<file path="src/tea_pkg.sv">
// Shared constants and types for the TEA block cipher core.
package tea_pkg;

  localparam int unsigned WORD_W  = 32;
  localparam int unsigned ROUND_W = 24;
  localparam int unsigned CIDX_W  = 3;

  // TEA key schedule constant
  localparam logic [WORD_W-1:0] DELTA = 32'h9e37_79b9;

  // Configuration register indexes
  typedef enum logic [CIDX_W-1:0] {
    CFG_KEY0   = 3'd0,
    CFG_KEY1   = 3'd1,
    CFG_KEY2   = 3'd2,
    CFG_KEY3   = 3'd3,
    CFG_ROUNDS = 3'd4
  } cfg_idx_t;

  // Controller to datapath commands
  typedef struct packed {
    logic load;      // capture a new input beat
    logic step;      // run one full round
    logic out_load;  // move the finished block to the output register
  } tea_cmd_t;

endpackage

</file>
<file path="src/tea_block_cipher_core.sv">
// Top level of the TEA block cipher core: config registers, controller, datapath.
//
// TEA cipher for one 64-bit block (block_lo = v0, block_hi = v1) under a
// 128-bit key and a programmable round count (default 32). in_mode selects
// encrypt (0) or decrypt (1). One iterative round unit runs one full round
// (both half-rounds) per clock; the next item is accepted once the current
// item's rounds are done and its result can move to the output register. A
// round count of zero passes the block through unchanged, and a beat can then
// be taken every cycle while the output is not stalled. The result sits in an
// output register, so a new beat may be accepted in the same cycle the
// previous result moves there, while that result still waits on out_stall.
// Key and round count must only be written while the core is idle; cfg_ready
// is always high and writes to unknown indexes are dropped. No state is kept
// between items.
module tea_block_cipher_core (
  input  logic                          clk,
  input  logic                          rst_n,
  // input channel
  input  logic                          in_valid,
  output logic                          in_stall,
  input  logic                          in_mode,
  input  logic [tea_pkg::WORD_W-1:0]    in_block_lo,
  input  logic [tea_pkg::WORD_W-1:0]    in_block_hi,
  // result channel
  output logic                          out_valid,
  input  logic                          out_stall,
  output logic [tea_pkg::WORD_W-1:0]    out_result_lo,
  output logic [tea_pkg::WORD_W-1:0]    out_result_hi,
  // configuration write channel
  input  logic                          cfg_valid,
  output logic                          cfg_ready,
  input  logic [tea_pkg::CIDX_W-1:0]    cfg_index,
  input  logic [tea_pkg::WORD_W-1:0]    cfg_data
);

  logic [tea_pkg::WORD_W-1:0]   key0_r, key0_nxt;
  logic [tea_pkg::WORD_W-1:0]   key1_r, key1_nxt;
  logic [tea_pkg::WORD_W-1:0]   key2_r, key2_nxt;
  logic [tea_pkg::WORD_W-1:0]   key3_r, key3_nxt;
  logic [tea_pkg::ROUND_W-1:0]  rounds_r, rounds_nxt;
  tea_pkg::tea_cmd_t            cmd;
  logic                         cfg_we;

  localparam logic [tea_pkg::ROUND_W-1:0] ROUNDS_RESET = 24'd32;

  assign cfg_ready = 1'b1;
  assign cfg_we    = cfg_valid && cfg_ready;

  // register file write; unused indexes fall through
  always_comb begin
    key0_nxt   = key0_r;
    key1_nxt   = key1_r;
    key2_nxt   = key2_r;
    key3_nxt   = key3_r;
    rounds_nxt = rounds_r;
    if (cfg_we) begin
      unique case (cfg_index)
        tea_pkg::CFG_KEY0:   key0_nxt   = cfg_data;
        tea_pkg::CFG_KEY1:   key1_nxt   = cfg_data;
        tea_pkg::CFG_KEY2:   key2_nxt   = cfg_data;
        tea_pkg::CFG_KEY3:   key3_nxt   = cfg_data;
        tea_pkg::CFG_ROUNDS: rounds_nxt = cfg_data[tea_pkg::ROUND_W-1:0];
        default: ;
      endcase
    end
  end

  always_ff @(posedge clk) begin
    if (!rst_n) begin
      key0_r   <= '0;
      key1_r   <= '0;
      key2_r   <= '0;
      key3_r   <= '0;
      rounds_r <= ROUNDS_RESET;
    end else begin
      key0_r   <= key0_nxt;
      key1_r   <= key1_nxt;
      key2_r   <= key2_nxt;
      key3_r   <= key3_nxt;
      rounds_r <= rounds_nxt;
    end
  end

  tea_ctrl u_ctrl (
    .clk         (clk),
    .rst_n       (rst_n),
    .in_valid    (in_valid),
    .in_stall    (in_stall),
    .out_valid   (out_valid),
    .out_stall   (out_stall),
    .round_count (rounds_r),
    .cmd         (cmd)
  );

  tea_datapath u_dp (
    .clk           (clk),
    .cmd           (cmd),
    .in_mode       (in_mode),
    .in_block_lo   (in_block_lo),
    .in_block_hi   (in_block_hi),
    .key_word0     (key0_r),
    .key_word1     (key1_r),
    .key_word2     (key2_r),
    .key_word3     (key3_r),
    .round_count   (rounds_r),
    .out_result_lo (out_result_lo),
    .out_result_hi (out_result_hi)
  );

  // a beat with rounds to run keeps the input stalled in the next cycle
  a_busy_after_accept: assert property (@(posedge clk) disable iff (!rst_n)
    (in_valid && !in_stall && rounds_r != '0) |=> in_stall)
    else $error("input not stalled while rounds are running");

  // single round: once the round state is passed, the core is free again unless the output is blocked
  a_single_round_done: assert property (@(posedge clk) disable iff (!rst_n)
    (in_valid && !in_stall && rounds_r == 24'd1) |=> ##1 (in_stall == (out_valid && out_stall)))
    else $error("single-round item did not finish on time");

  // reset leaves no result pending
  a_reset_clears_out: assert property (@(posedge clk)
    !rst_n |=> !out_valid)
    else $error("result valid right after reset");

endmodule

</file>
<file path="src/tea_ctrl.sv">
// Controller: sequences load, rounds and result hand-off.
module tea_ctrl (
  input  logic                            clk,
  input  logic                            rst_n,
  input  logic                            in_valid,
  output logic                            in_stall,
  output logic                            out_valid,
  input  logic                            out_stall,
  input  logic [tea_pkg::ROUND_W-1:0]     round_count,
  output tea_pkg::tea_cmd_t               cmd
);

  typedef enum logic [2:0] {
    ST_IDLE  = 3'b001,
    ST_ROUND = 3'b010,
    ST_DONE  = 3'b100
  } state_t;

  localparam logic [tea_pkg::ROUND_W-1:0] ROUND_ONE = 24'd1;

  state_t                        state_r, state_nxt;
  logic [tea_pkg::ROUND_W-1:0]   count_r, count_nxt;
  logic                          out_valid_r, out_valid_nxt;
  logic                          slot_free;
  logic                          accept;
  logic                          zero_rounds;

  assign slot_free   = !out_valid_r || !out_stall;
  assign zero_rounds = (round_count == '0);
  assign in_stall    = !((state_r == ST_IDLE) || ((state_r == ST_DONE) && slot_free));
  assign accept      = in_valid && !in_stall;
  assign out_valid   = out_valid_r;

  assign cmd.load     = accept;
  assign cmd.step     = (state_r == ST_ROUND);
  assign cmd.out_load = (state_r == ST_DONE) && slot_free;

  always_comb begin
    state_nxt = state_r;
    unique case (state_r)
      ST_IDLE: begin
        if (accept) begin
          state_nxt = zero_rounds ? ST_DONE : ST_ROUND;
        end
      end
      ST_ROUND: begin
        if (count_r == ROUND_ONE) begin
          state_nxt = ST_DONE;
        end
      end
      ST_DONE: begin
        if (accept) begin
          state_nxt = zero_rounds ? ST_DONE : ST_ROUND;
        end else if (slot_free) begin
          state_nxt = ST_IDLE;
        end
      end
      default: state_nxt = ST_IDLE;
    endcase
  end

  always_comb begin
    count_nxt = count_r;
    if (accept) begin
      count_nxt = round_count;
    end else if (state_r == ST_ROUND) begin
      count_nxt = count_r - ROUND_ONE;
    end
  end

  always_comb begin
    out_valid_nxt = out_valid_r;
    if (cmd.out_load) begin
      out_valid_nxt = 1'b1;
    end else if (out_valid_r && !out_stall) begin
      out_valid_nxt = 1'b0;
    end
  end

  always_ff @(posedge clk) begin
    if (!rst_n) begin
      state_r     <= ST_IDLE;
      count_r     <= '0;
      out_valid_r <= 1'b0;
    end else begin
      state_r     <= state_nxt;
      count_r     <= count_nxt;
      out_valid_r <= out_valid_nxt;
    end
  end

endmodule

</file>
<file path="src/tea_datapath.sv">
// Datapath: block halves, running sum, round function and output register.
module tea_datapath (
  input  logic                           clk,
  input  tea_pkg::tea_cmd_t              cmd,
  input  logic                           in_mode,
  input  logic [tea_pkg::WORD_W-1:0]     in_block_lo,
  input  logic [tea_pkg::WORD_W-1:0]     in_block_hi,
  input  logic [tea_pkg::WORD_W-1:0]     key_word0,
  input  logic [tea_pkg::WORD_W-1:0]     key_word1,
  input  logic [tea_pkg::WORD_W-1:0]     key_word2,
  input  logic [tea_pkg::WORD_W-1:0]     key_word3,
  input  logic [tea_pkg::ROUND_W-1:0]    round_count,
  output logic [tea_pkg::WORD_W-1:0]     out_result_lo,
  output logic [tea_pkg::WORD_W-1:0]     out_result_hi
);

  logic                          mode_r, mode_nxt;
  logic [tea_pkg::WORD_W-1:0]    v0_r, v0_nxt;
  logic [tea_pkg::WORD_W-1:0]    v1_r, v1_nxt;
  logic [tea_pkg::WORD_W-1:0]    sum_r, sum_nxt;
  logic [tea_pkg::WORD_W-1:0]    res_lo_r, res_lo_nxt;
  logic [tea_pkg::WORD_W-1:0]    res_hi_r, res_hi_nxt;
  logic [tea_pkg::WORD_W-1:0]    dec_start;
  logic [tea_pkg::WORD_W-1:0]    enc_v0, enc_v1, dec_v0, dec_v1;

  function automatic logic [tea_pkg::WORD_W-1:0] mix(
    input logic [tea_pkg::WORD_W-1:0] x,
    input logic [tea_pkg::WORD_W-1:0] s,
    input logic [tea_pkg::WORD_W-1:0] ka,
    input logic [tea_pkg::WORD_W-1:0] kb
  );
    mix = ((x << 4) + ka) ^ (x + s) ^ ((x >> 5) + kb);
  endfunction

  // decrypt starts from DELTA * rounds, mod 2^32
  assign dec_start = tea_pkg::WORD_W'(tea_pkg::DELTA * {8'd0, round_count});

  // sum_r already holds the sum for the round in progress
  assign enc_v0 = v0_r + mix(v1_r, sum_r, key_word0, key_word1);
  assign enc_v1 = v1_r + mix(enc_v0, sum_r, key_word2, key_word3);
  assign dec_v1 = v1_r - mix(v0_r, sum_r, key_word2, key_word3);
  assign dec_v0 = v0_r - mix(dec_v1, sum_r, key_word0, key_word1);

  always_comb begin
    mode_nxt = mode_r;
    v0_nxt   = v0_r;
    v1_nxt   = v1_r;
    sum_nxt  = sum_r;
    if (cmd.load) begin
      mode_nxt = in_mode;
      v0_nxt   = in_block_lo;
      v1_nxt   = in_block_hi;
      sum_nxt  = in_mode ? dec_start : tea_pkg::DELTA;
    end else if (cmd.step) begin
      v0_nxt  = mode_r ? dec_v0 : enc_v0;
      v1_nxt  = mode_r ? dec_v1 : enc_v1;
      sum_nxt = mode_r ? (sum_r - tea_pkg::DELTA) : (sum_r + tea_pkg::DELTA);
    end
  end

  always_comb begin
    res_lo_nxt = res_lo_r;
    res_hi_nxt = res_hi_r;
    if (cmd.out_load) begin
      res_lo_nxt = v0_r;
      res_hi_nxt = v1_r;
    end
  end

  always_ff @(posedge clk) begin
    mode_r   <= mode_nxt;
    v0_r     <= v0_nxt;
    v1_r     <= v1_nxt;
    sum_r    <= sum_nxt;
    res_lo_r <= res_lo_nxt;
    res_hi_r <= res_hi_nxt;
  end

  assign out_result_lo = res_lo_r;
  assign out_result_hi = res_hi_r;

endmodule
</file>
<file path="config.mk">
export PLATFORM = sky130hd
export DESIGN_NAME = tea_block_cipher_core
export DESIGN_NICKNAME = d
export VERILOG_FILES = /design/src/tea_pkg.sv /design/src/tea_block_cipher_core.sv /design/src/tea_ctrl.sv /design/src/tea_datapath.sv
export SDC_FILE = /design/constraint.sdc
export NUM_CORES = 2
export LEC_CHECK = 0
export BUFFER_PORTS_ARGS = -buffer_cell sky130_fd_sc_hd__buf_2
export CAP_MARGIN = 25
export CORE_ASPECT_RATIO = 1.2
export CORE_UTILIZATION = 60
export CTS_CLUSTER_SIZE = 14
export DETAILED_ROUTE_END_ITERATION = 6
export GPL_TIMING_DRIVEN = 0
export HOLD_SLACK_MARGIN = 0.1
export PLACE_DENSITY_LB_ADDON = 0.15
export SLEW_MARGIN = 20
export SYNTH_ARGS = -nofsm -noshare
export SYNTH_HDL_FRONTEND = slang
export SYNTH_HIERARCHICAL = 1
export SYNTH_SLANG_ARGS = --single-unit
</file>
<file path="constraint.sdc">
create_clock -name clk -period 13.4 [get_ports clk]
set_input_delay 0 -clock clk [delete_from_list [all_inputs] [get_ports clk]]
set_output_delay 0 -clock clk [all_outputs]
set_load 0.005 [all_outputs]
</file>
**Word-level counts from Yosys, hierarchy flattened**

Cells that the tools add are included.

- Add/sub/neg operators: 19
- $mul: 1
- Eq/ne operators: 11
- Muxes and demuxes: 20
- Bitwise operators: 8
- Reduce and logical (&&, ||, !) cells: 18

Operator list:

| cell | number |
|---|---|
| 32-bit adder | 10 |
| 32-bit two-way mux | 10 |
| 32-bit bitwise XOR | 8 |
| 27-bit by 32-bit adder with 32-bit output | 4 |
| 32-bit subtractor | 2 |
| 24-bit two-way mux | 2 |
| 32-bit adder, second input constant | 1 |
| 32-bit by 24-bit multiplier with 32-bit output, first input constant | 1 |
| 32-bit subtractor, second input constant | 1 |
| 24-bit by 1-bit == test with 1-bit output, second input constant | 1 |
| 24-bit zero test | 1 |
| 24-bit by 1-bit subtractor with 24-bit output, second input constant | 1 |
| 3-bit two-way mux | 5 |
| 2-bit AND reduction | 5 |
| 3-bit by 2-bit == test with 1-bit output, second input constant | 3 |
| 3-bit case mux with 3 select lines | 1 |
| 3-bit by 1-bit == test with 1-bit output, second input constant | 2 |
| 3-bit == test, second input constant | 2 |
| 2-bit by 1-bit inequality test with 1-bit output, second input constant | 2 |
| 2-bit nonzero test | 2 |
| 1-bit logical AND | 3 |
| 1-bit zero test | 3 |
| 3-bit zero test | 1 |
| 3-bit by 1-bit inequality test with 1-bit output, second input constant | 1 |
| 3 further kinds | 5 |

- Register bits after elaboration: 341
- Output and inout bits: 67

**Depth between registers and ports, before layout**

- Depth in word-level cells: 11
- Gate-level depth with buffers: 45
- Mapped depth without buffers: 45

**By module**

The synthesis kept the hierarchy.

By module, submodules not included:

| module | instances | cells an instance | area an instance (um^2) | seq. area each (um^2) |
|---|---|---|---|---|
| tea_datapath | 1 | 4484 | 38863.5 | 4834.6 |
| tea_block_cipher_core | 1 | 534 | 5570.3 | 3042.9 |
| tea_ctrl | 1 | 197 | 1604.0 | 560.5 |

**Worst setup path after synthesis**

Ideal clock, no wire load.

- Path kind: register to register
- Start point: register u_dp/v1_r[1] (netlist bit)
- End point: register u_dp/v1_r[31] (netlist bit), data pin
- Library setup time: 0.130 ns
- Arrival time: 8.484 ns
- Required time: 13.270 ns
- Slack: 4.786 ns
- Cell stages (with the launch flop): 41
- Period minus slack after synthesis: 8.614 ns
- Cells stage by stage: edfxtp_1 ha_1 a21oi_1 o21ai_0 a21o_1 o31ai_1 nor2b_1 o21ai_0 nand2b_1 a21o_1 a21o_1 a21o_1 a21oi_1 xnor2_1 ha_1 and3_1 a31oi_1 nand2_1 (+5 left out) and3_1 a221o_1 a211o_1 a2111o_1 and3_4 a41oi_1 xnor3_1 xnor2_1 ha_1 nor2b_1 o21ai_0 nand2_1 a21oi_1 o31ai_1 o41ai_1 xor3_1 o21ai_1 o21a_1

- Cells in the longest elaborated chain, start to end: 11
- Elaborated cells between the ends (all ways): 15
- Those cells by class: 8 x add/sub; 3 x mux; 4 x bitwise

RTL lines:

| item | line | source |
|---|---|---|
| start, declared | tea_datapath.sv:19 | `logic [tea_pkg::WORD_W-1:0] v1_r, v1_nxt;` |
| start signal, assigned | tea_datapath.sv:73 | `v1_r <= v1_nxt;` |
| 32-bit adder | tea_datapath.sv:32 | `mix = ((x << 4) + ka) ^ (x + s) ^ ((x >> 5) + kb);` |
| 32-bit bitwise XOR (2 in a row) | tea_datapath.sv:32 |  |
| 32-bit adder | tea_datapath.sv:39 | `assign enc_v0 = v0_r + mix(v1_r, sum_r, key_word0, key_word1);` |
| 32-bit adder | tea_datapath.sv:32 |  |
| 32-bit bitwise XOR (2 in a row) | tea_datapath.sv:32 |  |
| 32-bit adder | tea_datapath.sv:40 | `assign enc_v1 = v1_r + mix(enc_v0, sum_r, key_word2, key_word3);` |
| 32-bit two-way mux (*) | tea_datapath.sv:56 | `v1_nxt = mode_r ? dec_v1 : enc_v1;` |
| 32-bit two-way mux (*) | tea_datapath.sv:54 | `end else if (cmd.step) begin` |
| 32-bit two-way mux (*) | tea_datapath.sv:49 | `if (cmd.load) begin` |
| via u_dp.v1_nxt, one bit | tea_datapath.sv:19 |  |

Mark *: on every way through the listed nets, which the timed path passes. The rest lies on a longest branch. The select of a mux whose other input is x is not followed.
A chain may end at the register's enable or synchronous reset.

**Worst setup path after layout**

- Start point: register u_dp/sum_r[1] (netlist bit)
- End point: register u_dp/v1_r[31] (netlist bit), data pin

- Cells in the longest elaborated chain, start to end: 11
- Elaborated cells between the ends (all ways): 17
- Those cells by class: 8 x add/sub; 3 x mux; 6 x bitwise

RTL lines:

| item | line | source |
|---|---|---|
| start, declared | tea_datapath.sv:20 | `logic [tea_pkg::WORD_W-1:0] sum_r, sum_nxt;` |
| start signal, assigned | tea_datapath.sv:74 | `sum_r <= sum_nxt;` |
| 32-bit adder | tea_datapath.sv:32 |  |
| 32-bit bitwise XOR (2 in a row) | tea_datapath.sv:32 |  |
| 32-bit adder | tea_datapath.sv:39 |  |
| 32-bit adder | tea_datapath.sv:32 |  |
| 32-bit bitwise XOR (2 in a row) | tea_datapath.sv:32 |  |
| 32-bit adder | tea_datapath.sv:40 |  |
| 32-bit two-way mux (*) | tea_datapath.sv:56 |  |
| 32-bit two-way mux (*) | tea_datapath.sv:54 |  |
| 32-bit two-way mux (*) | tea_datapath.sv:49 |  |
| via u_dp.v1_nxt, one bit | tea_datapath.sv:19 |  |

Marks and branches as above.

==> reports/results.txt <==
Die height: 305 microns
Area Growth Syn to Fin: 10.7%
Mapped Avg Cell Area: 8.83 sq um
Commonest cells after routing, fill and taps aside: 659 x ha_1, 613 x xnor2_1, 446 x nand2_1, 446 x a21oi_1, 428 x inv_1
Mapped Cells: 5215
RSZ-0062 raised after global routing: false
Critical Path Start Type: flip-flop
Yosys top cell by area: ha_1
Number of global-route vias before repair: 41600
Cts bufs inserted: 44
First-pass GRT wire length: 250000 microns
Fraction of synthesized cell area in xor and xnor cells: 0.150
CP max-delay cell: a2111oi_0
# setup viols final: 0
Area contributors post-synth: ha_1 18%, xnor2_1 12%, edfxtp_1 11%
FP Rows: 110
Antenna-violating nets left: 0
Global route total overflow: 0
Min cycle time layout: 11.18 ns
Slew of the pin with the lowest slew margin: 1.19 ns
Commonest non-fill, non-tap cell in the layout: ha_1
CP arrival: 11.66 ns
First-pass DRT Iterations: 7
Wire length per cell: 26.4 microns
Clk root buf: clkbuf_16
Post-synth EDFFs: 161
Crit path capture type: flip-flop
Worst-Skew Late Latency: 0.64 ns
Final #Nets: 6526
GPL Wtd Cong: 1.02
Crit-path max FO: 7
Area share of the largest cell type after synthesis: 0.179
Core area: 0.0754 sq mm
Die width: 255 microns
Clock-pin slew of the registers on the worst-case setup and hold paths: 0.06 ns
Net Count, Synth: 6193
All-layer global routing usage: 0.440
Crit share post-route: 0.834
# DRC: 2
Synth cell types: 106
Hold_buf cts: 107
Fin. Hold Viols: 0
Crit path kind: reg -> reg
Status: finished with violations
FF+latch count, synth: 341
PortBufs: 170
Netlist Area Pre-Place: 0.0460 sq mm
Largest family of logic cells by synthesized area: adder cells
Pin count of the biggest net entering global routing: 65
Post-CTS Setup Inserts: 0
Drt total wl: 174000 microns
Share of layout cells above drive strength 1: 0.0672
Via/cell ratio: 6.34
Simple-gate portion of the synthesized area: 0.116
Critical Path Max Stage Delay: 0.84 ns
CP bufs+invs: 0
Clock sink count: 341
Antenna violations before repair: 4
Max cap viols: 0
Min-Delay Path Class: in -> reg
Initial Util: 0.610
CTS H-tree depth: 2
Asr flop ratio synth: 0
CTS max path bufs: 3
Vias: 41800
Setup TNS Final: 0 ns
Final Skew: 0.0393 ns
TritonCTS clock tree: yes
Ports: 172
Failing checks: design-rule violations
Fmax: 89.4 MHz
Mux share of post-synthesis cell area: 0.0397
Top cell by count, worst path: a21oi_1
Top FF cell, synth: dfxtp_1
Post-Synth Adder-Cell Area: 0.272
Worst path top cell family by delay: compound AO/OA/AOI/OAI gates
Die area: 0.0778 sq mm
Worst endpoint required time: 13.88 ns
Seq/Total Area, Yosys: 0.183
Synth Warn #: 6
Relative slew slack: 0.209
First-iteration detailed-routing DRC count: 3873
Dpl hpwl: 141000 microns
Fin util: 0.676
Layout fillers: 6346
Post-CTS Resized: 0
Slew Limit Fails: 0
Synth Area in Compound Gates: 0.194
## worst register-to-register path: cells and delay by family (launching register included)
kind	cells	cell delay [ns]
adder cells (fa/ha/maj)	4	1.23
AND/OR/NAND/NOR	10	1.63
flip-flops	1	0.73
AO/OA/AOI/OAI	24	6.48
XOR/XNOR	4	0.95
## worst paths after layout
check	startpoint	to	slack [ns]	cells past startpoint
worst max register to register	u_dp/sum_r[1]	u_dp/v1_r[31]	2.22	42
worst min-delay path	in_block_hi[1]	u_dp/v1_r[1]	0.20	4
worst min register to register	key1_r[27]	key1_r[27]	0.47	2
worst max-delay path	u_dp/sum_r[1]	u_dp/v1_r[31]	2.22	42
## layout make-up
class / instances / area, sq um / area share
multi-input cells: 4356 / 35600 / 0.698
repair buffers: 287 / 2070 / 0.0407
plain buffers: 88 / 448 / 0.00879
inverters: 430 / 1610 / 0.0317
flip-flops and latches: 341 / 8440 / 0.166
diodes: 6 / 15.0 / 0.000295
clock inverters: 25 / 305 / 0.00599
clock buffers: 57 / 1250 / 0.0246
well taps: 1008 / 1260 / 0.0247
## cell usage after synthesis (all sizes together), types with 9 or more instances
| library cell | n |
|---|---|
| a2111oi | 13 |
| a211o | 12 |
| a211oi | 40 |
| a21boi | 26 |
| a21o | 229 |
| a21oi | 446 |
| a221o | 9 |
| a221oi | 10 |
| a22oi | 15 |
| a31o | 15 |
| a31oi | 42 |
| and2 | 27 |
| and3 | 49 |
| buf | 43 |
| clkbuf | 45 |
| dfxtp | 180 |
| edfxtp | 161 |
| fa | 214 |
| ha | 659 |
| inv | 428 |
| mux2 | 13 |
| mux2i | 168 |
| nand2 | 447 |
| nand2b | 69 |
| nand3 | 78 |
| nand4 | 22 |
| nor2 | 243 |
| nor2b | 50 |
| nor3 | 58 |
| nor4 | 21 |
| o211ai | 34 |
| o21a | 53 |
| o21ai | 268 |
| o21bai | 56 |
| o22ai | 18 |
| o31ai | 19 |
| or2 | 24 |
| or3 | 13 |
| xnor2 | 614 |
| xor2 | 151 |
## metrics by stage
step	std cells	hold WS, ns	setup slack (ns)	cell area [sq um]
after floorplan	5215	0.0711	4.79	46000
after global placement	6393	0.248	2.80	48100
after detailed placement	6399	0.257	2.84	48300
after CTS	6588	0.119	2.75	50900
after global routing	6592	0.157	1.80	50900
final	6598	0.198	2.22	51000
## logic make-up (layout without fill, tap and decap cells)
| logic type | count (synthesis) | after routing |
|---|---|---|
| AOI/OAI and AO/OA | 1393 | 1393 |
| and+or+nand+nor | 1135 | 1135 |
| adders and majority gates | 873 | 873 |
| xor gates and xnor gates | 773 | 773 |
| buffers and inverters | 518 | 887 |
| DFF | 341 | 341 |
| muxes | 181 | 181 |
| other | 1 | 7 |
## layer usage
metal | track usage | routed length [microns]
met5 | 0 | 52
met4 | 0.344 | 15600
met3 | 0.0917 | 15900
met2 | 0.716 | 79700
met1 | 0.501 | 62800
Power is not shown: default switching activity piles up to over one toggle a cycle in this logic, so the estimate is an artifact.
